<file path="config.mk">
export PLATFORM = sky130hd
export DESIGN_NAME = sync_length_frame_deframer_core
export DESIGN_NICKNAME = d
export VERILOG_FILES = /design/src/design/slfd_pkg.sv /design/src/design/sync_length_frame_deframer_core.sv /design/src/design/slfd_parse.sv
export VERILOG_INCLUDE_DIRS = /design/src /design/src/design
export SDC_FILE = /design/constraint.sdc
export NUM_CORES = 1
export LEC_CHECK = 0
export BUFFER_PORTS_ARGS = -buffer_cell sky130_fd_sc_hd__buf_2
export CAP_MARGIN = 10
export CORE_ASPECT_RATIO = 0.9
export CORE_UTILIZATION = 54
export CTS_BUF_LIST = sky130_fd_sc_hd__clkbuf_16
export DETAILED_ROUTE_END_ITERATION = 8
export PLACE_DENSITY = 0.84
export SLEW_MARGIN = 40
export SYNTH_ARGS = -nofsm -noshare
export SYNTH_HDL_FRONTEND = slang
export SYNTH_SLANG_ARGS = --single-unit
</file>
<file path="constraint.sdc">
create_clock -name i_clk -period 7.8 [get_ports i_clk]
set_clock_uncertainty 0.2 [all_clocks]
set_input_delay 0.39 -clock i_clk [delete_from_list [all_inputs] [get_ports i_clk]]
set_output_delay 0.39 -clock i_clk [all_outputs]
set_load 0.01 [all_outputs]
</file>
<file path="src/design/sync_length_frame_deframer_core_assert.svh">
// ----------------------------------------------------------------------------
// Assertion macros for the sync/length frame deframer
// Clocked property checks that compile away when SYNTHESIS is defined.
// ----------------------------------------------------------------------------
`ifndef SYNC_LENGTH_FRAME_DEFRAMER_CORE_ASSERT_SVH
`define SYNC_LENGTH_FRAME_DEFRAMER_CORE_ASSERT_SVH

`ifndef SYNTHESIS

// Property must hold at every clock edge outside reset
`define SLFD_ASSERT(label, clk, rst_n, prop, msg) \
    label: assert property (@(posedge clk) disable iff (!rst_n) prop) \
        else $error(msg);

// Condition must never be true at a clock edge outside reset
`define SLFD_NEVER(label, clk, rst_n, cond, msg) \
    label: assert property (@(posedge clk) disable iff (!rst_n) !(cond)) \
        else $error(msg);

`else

`define SLFD_ASSERT(label, clk, rst_n, prop, msg)

`define SLFD_NEVER(label, clk, rst_n, cond, msg)

`endif

`endif

</file>
<file path="src/design/slfd_pkg.sv">
// ----------------------------------------------------------------------------
// slfd_pkg
// Shared constants and the result record of the sync/length frame deframer.
// ----------------------------------------------------------------------------
package slfd_pkg;

    // Configuration port
    localparam int unsigned CFG_ADDR_W = 1;
    localparam int unsigned CFG_DATA_W = 16;

    localparam logic [CFG_ADDR_W-1:0] IDX_SYNC_WORD    = 1'b0;
    localparam logic [CFG_ADDR_W-1:0] IDX_WIRE_VERSION = 1'b1;

    // Frame layout
    localparam int unsigned FRAME_BASE    = 14;  // header plus CRC bytes
    localparam int unsigned PAYLOAD_START = 12;  // first payload byte position

    // Saturating byte position
    localparam int unsigned         POS_W   = 17;
    localparam logic [POS_W-1:0]    POS_MAX = '1;

    // Output stream packing
    localparam int unsigned TDATA_W = 104;

    // One result as produced by the parser
    typedef struct packed {
        logic        valid;
        logic        kind;          // 0 payload byte, 1 frame summary
        logic [7:0]  payload_byte;
        logic [7:0]  flags_field;
        logic [15:0] board_field;
        logic [15:0] sequence_field;
        logic [15:0] command_field;
        logic [15:0] length_field;
        logic [15:0] crc_value;
        logic        frame_ok;
    } t_result;

endpackage

</file>
<file path="src/design/sync_length_frame_deframer_core.sv">
// ----------------------------------------------------------------------------
// sync_length_frame_deframer_core
// Byte-stream deframer: checks sync and version, passes payload bytes and
// reports one summary per frame on the output stream.
//
//  Channel   Direction  Content
//  s_axis    in         tdata = data_byte, tlast = end_of_frame
//  m_axis    out        tdata = result fields, tuser = kind
//  cfg       in         we / addr / wdata: sync_word (0), wire_version (1)
//
//  One byte per clock unless the output stalls; each result is registered
//  at its byte's transfer, through the parser decode and one result register.
//  The input is ready whenever the result register is empty or being taken,
//  so a stalled output holds at most one result and back-pressures the input.
//  Reset is synchronous, active low, and clears frame state, config and tvalid.
// ----------------------------------------------------------------------------
`include "sync_length_frame_deframer_core_assert.svh"

module sync_length_frame_deframer_core (
    input  logic                              i_clk,
    input  logic                              i_rst_n,
    // input byte stream
    input  logic                              i_s_axis_tvalid,
    output logic                              o_s_axis_tready,
    input  logic [7:0]                        i_s_axis_tdata,  // [7:0] data_byte
    input  logic                              i_s_axis_tlast,  // end_of_frame
    // result stream
    output logic                              o_m_axis_tvalid,
    input  logic                              i_m_axis_tready,
    // [7:0] payload_byte, [15:8] flags_field, [31:16] board_field,
    // [47:32] sequence_field, [63:48] command_field, [79:64] length_field,
    // [95:80] crc_value, [96] frame_ok, [103:97] zero
    output logic [slfd_pkg::TDATA_W-1:0]      o_m_axis_tdata,
    output logic                              o_m_axis_tuser,  // [0] kind
    // configuration writes
    input  logic                              i_cfg_we,
    input  logic [slfd_pkg::CFG_ADDR_W-1:0]   i_cfg_addr,
    input  logic [slfd_pkg::CFG_DATA_W-1:0]   i_cfg_wdata
);

    logic [15:0]        r_sync_word;
    logic [7:0]         r_wire_version;
    logic               r_out_valid;
    slfd_pkg::t_result  r_out;
    slfd_pkg::t_result  res;
    logic               in_xfer;

    // Configuration registers
    always_ff @(posedge i_clk) begin
        if (!i_rst_n) begin
            r_sync_word    <= '0;
            r_wire_version <= '0;
        end else if (i_cfg_we) begin
            case (i_cfg_addr)
                slfd_pkg::IDX_SYNC_WORD:    r_sync_word    <= i_cfg_wdata[15:0];
                slfd_pkg::IDX_WIRE_VERSION: r_wire_version <= i_cfg_wdata[7:0];
                default: ;
            endcase
        end
    end

    // Input handshake
    assign o_s_axis_tready = !r_out_valid || i_m_axis_tready;
    assign in_xfer         = i_s_axis_tvalid && o_s_axis_tready;

    slfd_parse u_parse (
        .i_clk          (i_clk),
        .i_rst_n        (i_rst_n),
        .i_advance      (in_xfer),
        .i_byte         (i_s_axis_tdata),
        .i_eof          (i_s_axis_tlast),
        .i_sync_word    (r_sync_word),
        .i_wire_version (r_wire_version),
        .o_res          (res)
    );

    // Result register: valid flag
    always_ff @(posedge i_clk) begin
        if (!i_rst_n) begin
            r_out_valid <= 1'b0;
        end else if (in_xfer) begin
            r_out_valid <= res.valid;
        end else if (i_m_axis_tready) begin
            r_out_valid <= 1'b0;
        end
    end

    // Result register: payload
    always_ff @(posedge i_clk) begin
        if (in_xfer && res.valid) begin
            r_out <= res;
        end
    end

    // Output stream packing
    assign o_m_axis_tvalid = r_out_valid;
    assign o_m_axis_tuser  = r_out.kind;
    assign o_m_axis_tdata  = {7'b0, r_out.frame_ok, r_out.crc_value,
                              r_out.length_field, r_out.command_field,
                              r_out.sequence_field, r_out.board_field,
                              r_out.flags_field, r_out.payload_byte};

    // Checks
    `SLFD_ASSERT(a_payload_fields_clear, i_clk, i_rst_n,
        (o_m_axis_tvalid && !o_m_axis_tuser) |-> (o_m_axis_tdata[103:8] == '0),
        "payload transfer carries summary fields")
    `SLFD_ASSERT(a_summary_byte_clear, i_clk, i_rst_n,
        (o_m_axis_tvalid && o_m_axis_tuser) |-> (o_m_axis_tdata[7:0] == 8'h00),
        "summary transfer carries a payload byte")
    `SLFD_NEVER(a_no_lost_result, i_clk, i_rst_n,
        in_xfer && r_out_valid && !i_m_axis_tready,
        "input taken while a stalled result is held")

endmodule

</file>
<file path="src/design/slfd_parse.sv">
// ----------------------------------------------------------------------------
// slfd_parse
// Frame state and per-byte decode: header capture, payload pass, summary.
// ----------------------------------------------------------------------------
`include "sync_length_frame_deframer_core_assert.svh"

module slfd_parse (
    input  logic                   i_clk,
    input  logic                   i_rst_n,
    input  logic                   i_advance,      // byte transfer taken this cycle
    input  logic [7:0]             i_byte,
    input  logic                   i_eof,
    input  logic [15:0]            i_sync_word,
    input  logic [7:0]             i_wire_version,
    output slfd_pkg::t_result      o_res
);

    // Header byte positions
    localparam logic [slfd_pkg::POS_W-1:0] POS_SYNC_HI = 17'd0;
    localparam logic [slfd_pkg::POS_W-1:0] POS_SYNC_LO = 17'd1;
    localparam logic [slfd_pkg::POS_W-1:0] POS_VERSION = 17'd2;
    localparam logic [slfd_pkg::POS_W-1:0] POS_FLAGS   = 17'd3;
    localparam logic [slfd_pkg::POS_W-1:0] POS_BOARD_H = 17'd4;
    localparam logic [slfd_pkg::POS_W-1:0] POS_BOARD_L = 17'd5;
    localparam logic [slfd_pkg::POS_W-1:0] POS_SEQ_H   = 17'd6;
    localparam logic [slfd_pkg::POS_W-1:0] POS_SEQ_L   = 17'd7;
    localparam logic [slfd_pkg::POS_W-1:0] POS_CMD_H   = 17'd8;
    localparam logic [slfd_pkg::POS_W-1:0] POS_CMD_L   = 17'd9;
    localparam logic [slfd_pkg::POS_W-1:0] POS_LEN_H   = 17'd10;
    localparam logic [slfd_pkg::POS_W-1:0] POS_LEN_L   = 17'd11;

    logic [slfd_pkg::POS_W-1:0] r_pos,   n_pos;
    logic [7:0]                 r_sync_high, n_sync_high;
    logic [7:0]                 r_flags, n_flags;
    logic [15:0]                r_board, n_board;
    logic [15:0]                r_seq,   n_seq;
    logic [15:0]                r_cmd,   n_cmd;
    logic [15:0]                r_len,   n_len;
    logic [15:0]                r_crc,   n_crc;
    logic                       r_bad,   n_bad;

    logic [slfd_pkg::POS_W-1:0] rel;
    logic [slfd_pkg::POS_W-1:0] len_ext;
    logic [slfd_pkg::POS_W:0]   count;
    logic                       emit;
    logic                       ok;

    // Next frame state for the byte at the input
    always_comb begin
        n_pos       = (r_pos == slfd_pkg::POS_MAX) ? slfd_pkg::POS_MAX
                                                   : r_pos + 17'd1;
        n_sync_high = r_sync_high;
        n_flags     = r_flags;
        n_board     = r_board;
        n_seq       = r_seq;
        n_cmd       = r_cmd;
        n_len       = r_len;
        n_crc       = r_crc;
        n_bad       = r_bad;
        emit        = 1'b0;
        rel         = r_pos - slfd_pkg::POS_W'(slfd_pkg::PAYLOAD_START);
        len_ext     = {1'b0, r_len};

        case (r_pos)
            POS_SYNC_HI: n_sync_high = i_byte;
            POS_SYNC_LO: begin
                if ({r_sync_high, i_byte} != i_sync_word) n_bad = 1'b1;
            end
            POS_VERSION: begin
                if (i_byte != i_wire_version) n_bad = 1'b1;
            end
            POS_FLAGS:   n_flags = i_byte;
            POS_BOARD_H: n_board = {i_byte, 8'h00};
            POS_BOARD_L: n_board = {r_board[15:8], i_byte};
            POS_SEQ_H:   n_seq   = {i_byte, 8'h00};
            POS_SEQ_L:   n_seq   = {r_seq[15:8], i_byte};
            POS_CMD_H:   n_cmd   = {i_byte, 8'h00};
            POS_CMD_L:   n_cmd   = {r_cmd[15:8], i_byte};
            POS_LEN_H:   n_len   = {i_byte, 8'h00};
            POS_LEN_L:   n_len   = {r_len[15:8], i_byte};
            default: begin
                // payload, then the two CRC bytes, then ignored trailing bytes
                if (rel < len_ext) begin
                    emit = !r_bad;
                end else if (rel == len_ext) begin
                    n_crc = {i_byte, 8'h00};
                end else if (rel == len_ext + 17'd1) begin
                    n_crc = {r_crc[15:8], i_byte};
                end
            end
        endcase

        count = {1'b0, r_pos} + 18'd1;
        ok    = !n_bad &&
                (count == 18'(slfd_pkg::FRAME_BASE) + {2'b00, n_len});
    end

    // Result record: summary on the marked byte, else a payload byte
    always_comb begin
        o_res              = '0;
        o_res.valid        = i_eof || emit;
        o_res.kind         = i_eof;
        if (i_eof) begin
            o_res.flags_field    = n_flags;
            o_res.board_field    = n_board;
            o_res.sequence_field = n_seq;
            o_res.command_field  = n_cmd;
            o_res.length_field   = n_len;
            o_res.crc_value      = n_crc;
            o_res.frame_ok       = ok;
        end else begin
            o_res.payload_byte   = emit ? i_byte : 8'h00;
        end
    end

    // Frame state: cleared at reset and after each summary
    always_ff @(posedge i_clk) begin
        if (!i_rst_n) begin
            r_pos       <= '0;
            r_sync_high <= '0;
            r_flags     <= '0;
            r_board     <= '0;
            r_seq       <= '0;
            r_cmd       <= '0;
            r_len       <= '0;
            r_crc       <= '0;
            r_bad       <= 1'b0;
        end else if (i_advance) begin
            if (i_eof) begin
                r_pos       <= '0;
                r_sync_high <= '0;
                r_flags     <= '0;
                r_board     <= '0;
                r_seq       <= '0;
                r_cmd       <= '0;
                r_len       <= '0;
                r_crc       <= '0;
                r_bad       <= 1'b0;
            end else begin
                r_pos       <= n_pos;
                r_sync_high <= n_sync_high;
                r_flags     <= n_flags;
                r_board     <= n_board;
                r_seq       <= n_seq;
                r_cmd       <= n_cmd;
                r_len       <= n_len;
                r_crc       <= n_crc;
                r_bad       <= n_bad;
            end
        end
    end

    // Checks
    `SLFD_ASSERT(a_eof_restarts, i_clk, i_rst_n,
        (i_advance && i_eof) |=> (r_pos == '0 && !r_bad),
        "frame state not cleared after end of frame")
    `SLFD_ASSERT(a_bad_only_in_sync, i_clk, i_rst_n,
        $rose(r_bad) |-> ($past(r_pos) == POS_SYNC_LO || $past(r_pos) == POS_VERSION),
        "error flag set outside the sync and version bytes")
    `SLFD_ASSERT(a_ok_needs_header, i_clk, i_rst_n,
        o_res.frame_ok |-> (!r_bad && r_pos >= 17'd13),
        "frame reported good without a clean full header")

endmodule
</file>
==> out/metrics.cfg, run 1 <==
[run_status]
status = finished, final reports clean

[worst_hold_path]
hold_depth = 3
hold_path.startpoint = i_cfg_we
hold_path_end = r_wire_version[0]$_SDFFE_PN0P_
hp-class = input port to flip-flop

[layout]
final_cell_mix = nor2b_1 (155), dfxtp_1 (139), a22oi_1 (130), buf_2 (130), nand2_1 (101)
drive_gt1_share_pct = 15.2
nets = 1461
final_common_cell = nor2b_1
n_fill_cell = 1811
diodes = 0
post-route-cell-area_um2 = 14300
area_delta_synth_final_pct = 12.9
regArea_um2 = 5730
multi_input_area_um2 = 6470

[global_route]
grt_pass1_vias = 10100
grt_max_degree = 103
grt-ovfl-total = 0
grt_pass1_wl_mm = 55.4
antenna_found_initial = 0
gr-usage-all-layers_pct = 29.6

[setup_path]
reg2reg_slack_ps = 2650
critical_path_class = flip-flop to flip-flop
reg2reg_to = u_parse.r_crc[0]$_SDFFE_PN0P_
crit_arrival_ps = 5340
r2r_cells = 13
crit_required_ps = 7990
cp-start-kind = flip-flop
slowest_delay_ps = 600
crit_family = simple AND/OR/NAND/NOR gates
path_buf_inv = 0
end_kind = flip-flop
critPathMaxFanout = 10
rr_startpoint = u_parse.r_pos[4]$_SDFFE_PN0P_
worst_path_most_repeated_cell = nand3_1
path_cells = nor4_4 -> nand3_1 -> xnor2_1 -> ha_1 -> nand4_1 -> nor4_1 -> o31ai_1 -> o2111ai_1 -> nand3_1 -> or4bb_1 -> a2111o_1 -> a22o_2 -> a22o_1
cp_slowest_cell = nor4_4

[drt]
wl_mm = 36.0
first_pass_iters = 6
postRouteAntennaNets = 0
wl_per_cell_um = 21.0
vias = 10700
drc_errors = 0
drt_iter0_drc = 1411
routed_via_density = 6.26

[timing]
report.final.slew_viol_count = 0
relSlewSlack_pct = 48.7
rsz0062_at_grt = no
setup_viol = 0
min_period_ps = 5150
fin_crit_sh_pct = 66.0
setup_tns_ps = 0
final_hold_viol_count = 0
tightestPinTransition_ps = 763
fmax_mhz = 194

[die]
core-area_um2 = 22800
initial_core_util_pct = 55.7
dieWidth_um = 163
fp-row-count = 52
die-area_um2 = 24100
ios = 138
die_h_um = 147

[clock_network]
clock-root-buffer = clkbuf_16
cts_sinks = 237
clk_latency_ps = 520
post_cts.repair.setup_buffers = 0
clk_path_buf_depth = 3
cts_buffers = 23
clkTransAtPathRegs_ps = 70
cts_tree = yes
htreeDepth = 1

[synth]
synth_cells = 1325
yosys_warnings = 0
syn_area_per_cell_um2 = 9.56
yosysSeqAreaShare_pct = 45.2
synthDistinctLibCells = 75
async_flop_share_pct = 0
synth-main-ff-cell = dfxtp_1
syn_area_um2 = 12700
synth-seq-cells = 237
synth_edf_count = 98

[power]
p_total_mw = 2.59
p_leak_nw = 5.10
powerDensity_nw_per_um2 = 181
ir_worst_vdd_mv = 0.178

[placement]
placed_area_um2 = 13400
gp_congestion = 1.04
dpl.hpwl_mm = 24.3
numPortBuffers = 130

[flow_run]
maxCapViolCount = 0

worst register-to-register path, delay by kind of cell (launching register included):
family	cells	cell delay, ps
adders and majority gates	1	340
and+or+nand+nor	6	2410
AOI/OAI and AO/OA	5	1410
xor gates and xnor gates	1	230
DFF	1	440
registers in the layout, indices dropped and copies added (netlist names), 16 cells and up:
signal,flops
u_parse.r_len,16
u_parse.r_pos,17
o_m_axis_tdata,97
u_parse.r_seq,16
u_parse.r_crc,16
r_sync_word,16
u_parse.r_cmd,16
u_parse.r_board,16
worst max-delay path by stage:
stage | start | endpoint | cells past startpoint
5_1_grt | u_parse.r_pos[4]$_SDFFE_PN0P_ | u_parse.r_crc[0]$_SDFFE_PN0P_ | 13
3_3_place_gp | u_parse.r_pos[4]$_SDFFE_PN0P_ | o_m_axis_tuser$_DFFE_PP_ | 13
4_1_cts | u_parse.r_pos[4]$_SDFFE_PN0P_ | u_parse.r_crc[0]$_SDFFE_PN0P_ | 13
6_report | u_parse.r_pos[4]$_SDFFE_PN0P_ | u_parse.r_crc[0]$_SDFFE_PN0P_ | 13
3_5_place_dp | u_parse.r_pos[4]$_SDFFE_PN0P_ | o_m_axis_tuser$_DFFE_PP_ | 12
2_1_floorplan | u_parse.r_pos[4]$_SDFFE_PN0P_ | o_m_axis_tdata[0]$_SDFFCE_PP0P_ | 13
where the power goes:
part / leakage (nW) / internal (mW) / switching [mW]
clock: 0.376 / 0.611 / 0.469
combinational: 2.65 / 0.0616 / 0.128
sequential: 2.07 / 1.31 / 0.0114
total: 5.10 / 1.99 / 0.608
synth_stat cells (all sizes together), types with 6 or more instances:
cell type | number | area (um^2)
nor4 | 13 | 109
buf | 36 | 198
nand3 | 34 | 170
and3 | 11 | 68.8
o22ai | 7 | 43.8
inv | 36 | 135
xnor2 | 64 | 576
nand2 | 101 | 379
a22o | 17 | 151
edfxtp | 98 | 2940
a31oi | 13 | 81.3
o21ai | 34 | 170
a32oi | 7 | 61.3
mux2i | 16 | 160
a22oi | 131 | 988
dfxtp | 139 | 2780
a21boi | 33 | 248
nor2b | 161 | 1010
nor3 | 40 | 205
o21a | 6 | 45.0
clkbuf | 72 | 270
ha | 28 | 350
nand2b | 7 | 43.8
a21oi | 30 | 150
nand4 | 17 | 113
nor2 | 54 | 205
xor2 | 29 | 254
and2 | 27 | 169
metal layers:
layer / global-route usage, % / vias up / routed length [um]
li1: - / 4889 / -
met4: 10.6 / 0 / 1270
met5: 0 / - / 0
met1: 41.7 / 5125 / 15200
met2: 46.0 / 626 / 16000
met3: 4.49 / 102 / 3560
timing repair:
| action | in CTS | in global routing |
|---|---|---|
| hold buffers | 16 | 0 |
| hold endpoints to repair | 24 | 0 |
| gates resized for setup | 0 | 0 |
| endpoints found under the setup margin | 0 | 0 |
layout make-up:
| type | instances | area share (%) |
|---|---|---|
| repair buffers | 154 | 6.14 |
| clock buffers | 25 | 4.37 |
| clock inverters | 16 | 0.734 |
| multi-input cells | 950 | 45.2 |
| well taps | 297 | 2.60 |
| inverters | 36 | 0.944 |
| flip-flops and latches | 237 | 40.0 |
kinds of logic after synthesis:
| group | after synthesis | synth area share, % |
|---|---|---|
| compound gates | 313 | 17.8 |
| mux | 18 | 1.44 |
| other cells | 1 | 0.0296 |
| flops | 237 | 45.2 |
| xor+xnor | 95 | 6.90 |
| simple gates | 489 | 21.2 |
| buf+inv | 144 | 4.76 |
| fa+ha+maj | 28 | 2.76 |
stage by stage:
step | setup WS [ps] | hold WS, ps | util [%] | std cells
2_1_floorplan | 376 | 249 | - | 1331
3_3_place_gp | 2880 | 263 | 58.5 | 1658
3_5_place_dp | 2730 | 269 | 58.7 | 1658
4_1_cts | 2700 | 36.2 | 62.6 | 1715
5_1_grt | 2460 | 52.6 | 62.8 | 1715
6_report | 2650 | 40.3 | 62.8 | 1715
Note: power is estimated with default switching activity, not from simulation.
==> inputs of run 2 (changes only) <==
- clock period: 7.8 -> 4.24 ns (I/O delays scaled with it)
==> run 2 against run 1 <==
Non-clock buffer count up 67. Highest routed layer unchanged. Die area unchanged. Via count up 3.0%. Largest power group unchanged. Largest cell class unchanged. Combinational power up 96%. Hold slack worse by 39 ps.
==> out/metrics.cfg, run 2 (same netlist as run 1, synthesis figures left out) <==
[power]
swShare_pct = 23.8
p_comb_share_pct = 7.6
ir_worst_vdd_mv = 0.297
p_leak_nw = 5.48
p_total_mw = 4.90
p_seq_share_pct = 49.7
powerDensity_nw_per_um2 = 327
p_int_mw = 3.73
switching_power_mw = 1.16
pwr-share-clk_pct = 42.6

[layout]
diodes = 0
final_cell_mix = nor2b_1 (154), dfxtp_1 (138), a22oi_1 (130), buf_2 (130), nand2_1 (100)
drive_gt1_share_pct = 19.0
largest_register_ffs = 97
fin_cells = 1785
fin_util_pct = 65.7
nets = 1529
post-route-cell-area_um2 = 15000
area_delta_synth_final_pct = 18.0
final_common_cell = nor2b_1

[clock_network]
clk_latency_ps = 520
cts_sinks = 237
cts_buffers = 24
clkTransAtPathRegs_ps = 70
cts_tree = yes
clock-root-buffer = clkbuf_16
clk_path_buf_depth = 3
htreeDepth = 1

[timing]
fin_hold_ws_ps = 1.71
relSlewSlack_pct = 39.4
fin_crit_sh_pct = 98.1
rsz0062_at_grt = yes
final_hold_viol_count = 0
min_period_ps = 4160
setup_tns_ps = 0
worst_slack_ps = 80.7
report.final.slew_viol_count = 0
fmax_mhz = 240
tightestPinTransition_ps = 899
setup_viol = 0

[setup_path]
critical_path_class = flip-flop to flip-flop
end_kind = flip-flop
crit_required_ps = 4450
critPathMaxFanout = 8
cp-start-kind = flip-flop
crit_arrival_ps = 4370

[placement]
dp_cells = 1717
dpl.hpwl_mm = 26.0
gp_congestion = 1.00
placed_area_um2 = 13800
numPortBuffers = 130
post-place-ws_ps = -56.2

[flow_run]
maxCapViolCount = 0

[die]
fp-row-count = 52
dieWidth_um = 163
initial_core_util_pct = 55.7
core-area_um2 = 22800
die-area_um2 = 24100
ios = 138
die_h_um = 147

[drt]
routed_via_density = 6.20
drt_iter0_drc = 1302
vias = 11100
wl_per_cell_um = 21.4
postRouteAntennaNets = 0
first_pass_iters = 6
wl_mm = 38.2
drc_errors = 0

[global_route]
gr-usage-all-layers_pct = 31.1
grt_max_degree = 60
grt_pass1_vias = 10500
grtUsageMet3_pct = 4.88
gr-usage-met2_pct = 49.3
antenna_found_initial = 0
grt-ovfl-total = 0
grt_pass1_wl_mm = 58.1
grt.met1_usage_pct = 43.4
top_usage_layer = met2

[worst_hold_path]
hp-class = input port to flip-flop

[run_status]
status = finished, final reports clean

==> run 2: cell type report <==
cell class / instances / area [um^2]
clock inverter: 19 / 143
tap: 297 / 372
timing repair buffer: 221 / 1420
fill: 1774 / 7820
inverter: 36 / 135
clock buffer: 25 / 626
multi-input combinational: 950 / 6530
sequential: 237 / 5730
==> run 2: worst paths after layout <==
path,startpoint,to,slack (ps),depth (start not counted)
hold / removal,i_m_axis_tready,o_m_axis_tvalid$_SDFFE_PN0P_,2,4
setup reg to reg,u_parse.r_pos[4]$_SDFFE_PN0P_,u_parse.r_crc[0]$_SDFFE_PN0P_,80,14
setup / recovery,u_parse.r_pos[4]$_SDFFE_PN0P_,u_parse.r_crc[0]$_SDFFE_PN0P_,80,14
hold reg to reg,r_sync_word[7]$_SDFFE_PN0P_,r_sync_word[7]$_SDFFE_PN0P_,280,2
==> run 2: power groups by stage <==
stage	clock network, mW	registers, mW	logic [mW]
finish	2.09	2.44	0.373
global route	2.17	2.44	0.395
CTS	2.09	2.44	0.358
detailed placement	0	2.49	0.344
global placement	0	2.48	0.333
floorplan	0	2.50	0.191
==> run 2: what timing repair did <==
item | 4_1_cts | 5_1_grt
gates resized for setup | 1 | 10
hold buffers | 20 | 0
endpoints found under the setup margin | 16 | 17
setup buffers | 1 | 3
pin swaps | 2 | 8
hold endpoints to repair | 24 | 0
==> run 2: worst max-delay path: stages, from the launching register on <==
cell and delay, ps:
dfxtp_2 320, or4_4 580, nor4_4 220, xnor2_2 180
inv_1 100, ha_4 280, nand4_1 160, nor4_4 200
o31ai_1 110, o2111ai_1 180, nand3_1 150, or4bb_1 510
a2111o_1 360, a22o_4 270, a22o_1 230
==> run 2: per-layer routing <==
metal	share of wire [%]	wire (um)
met5	0	0
met4	3.0	1140
met3	9.1	3490
met2	46	17600
met1	42	16000
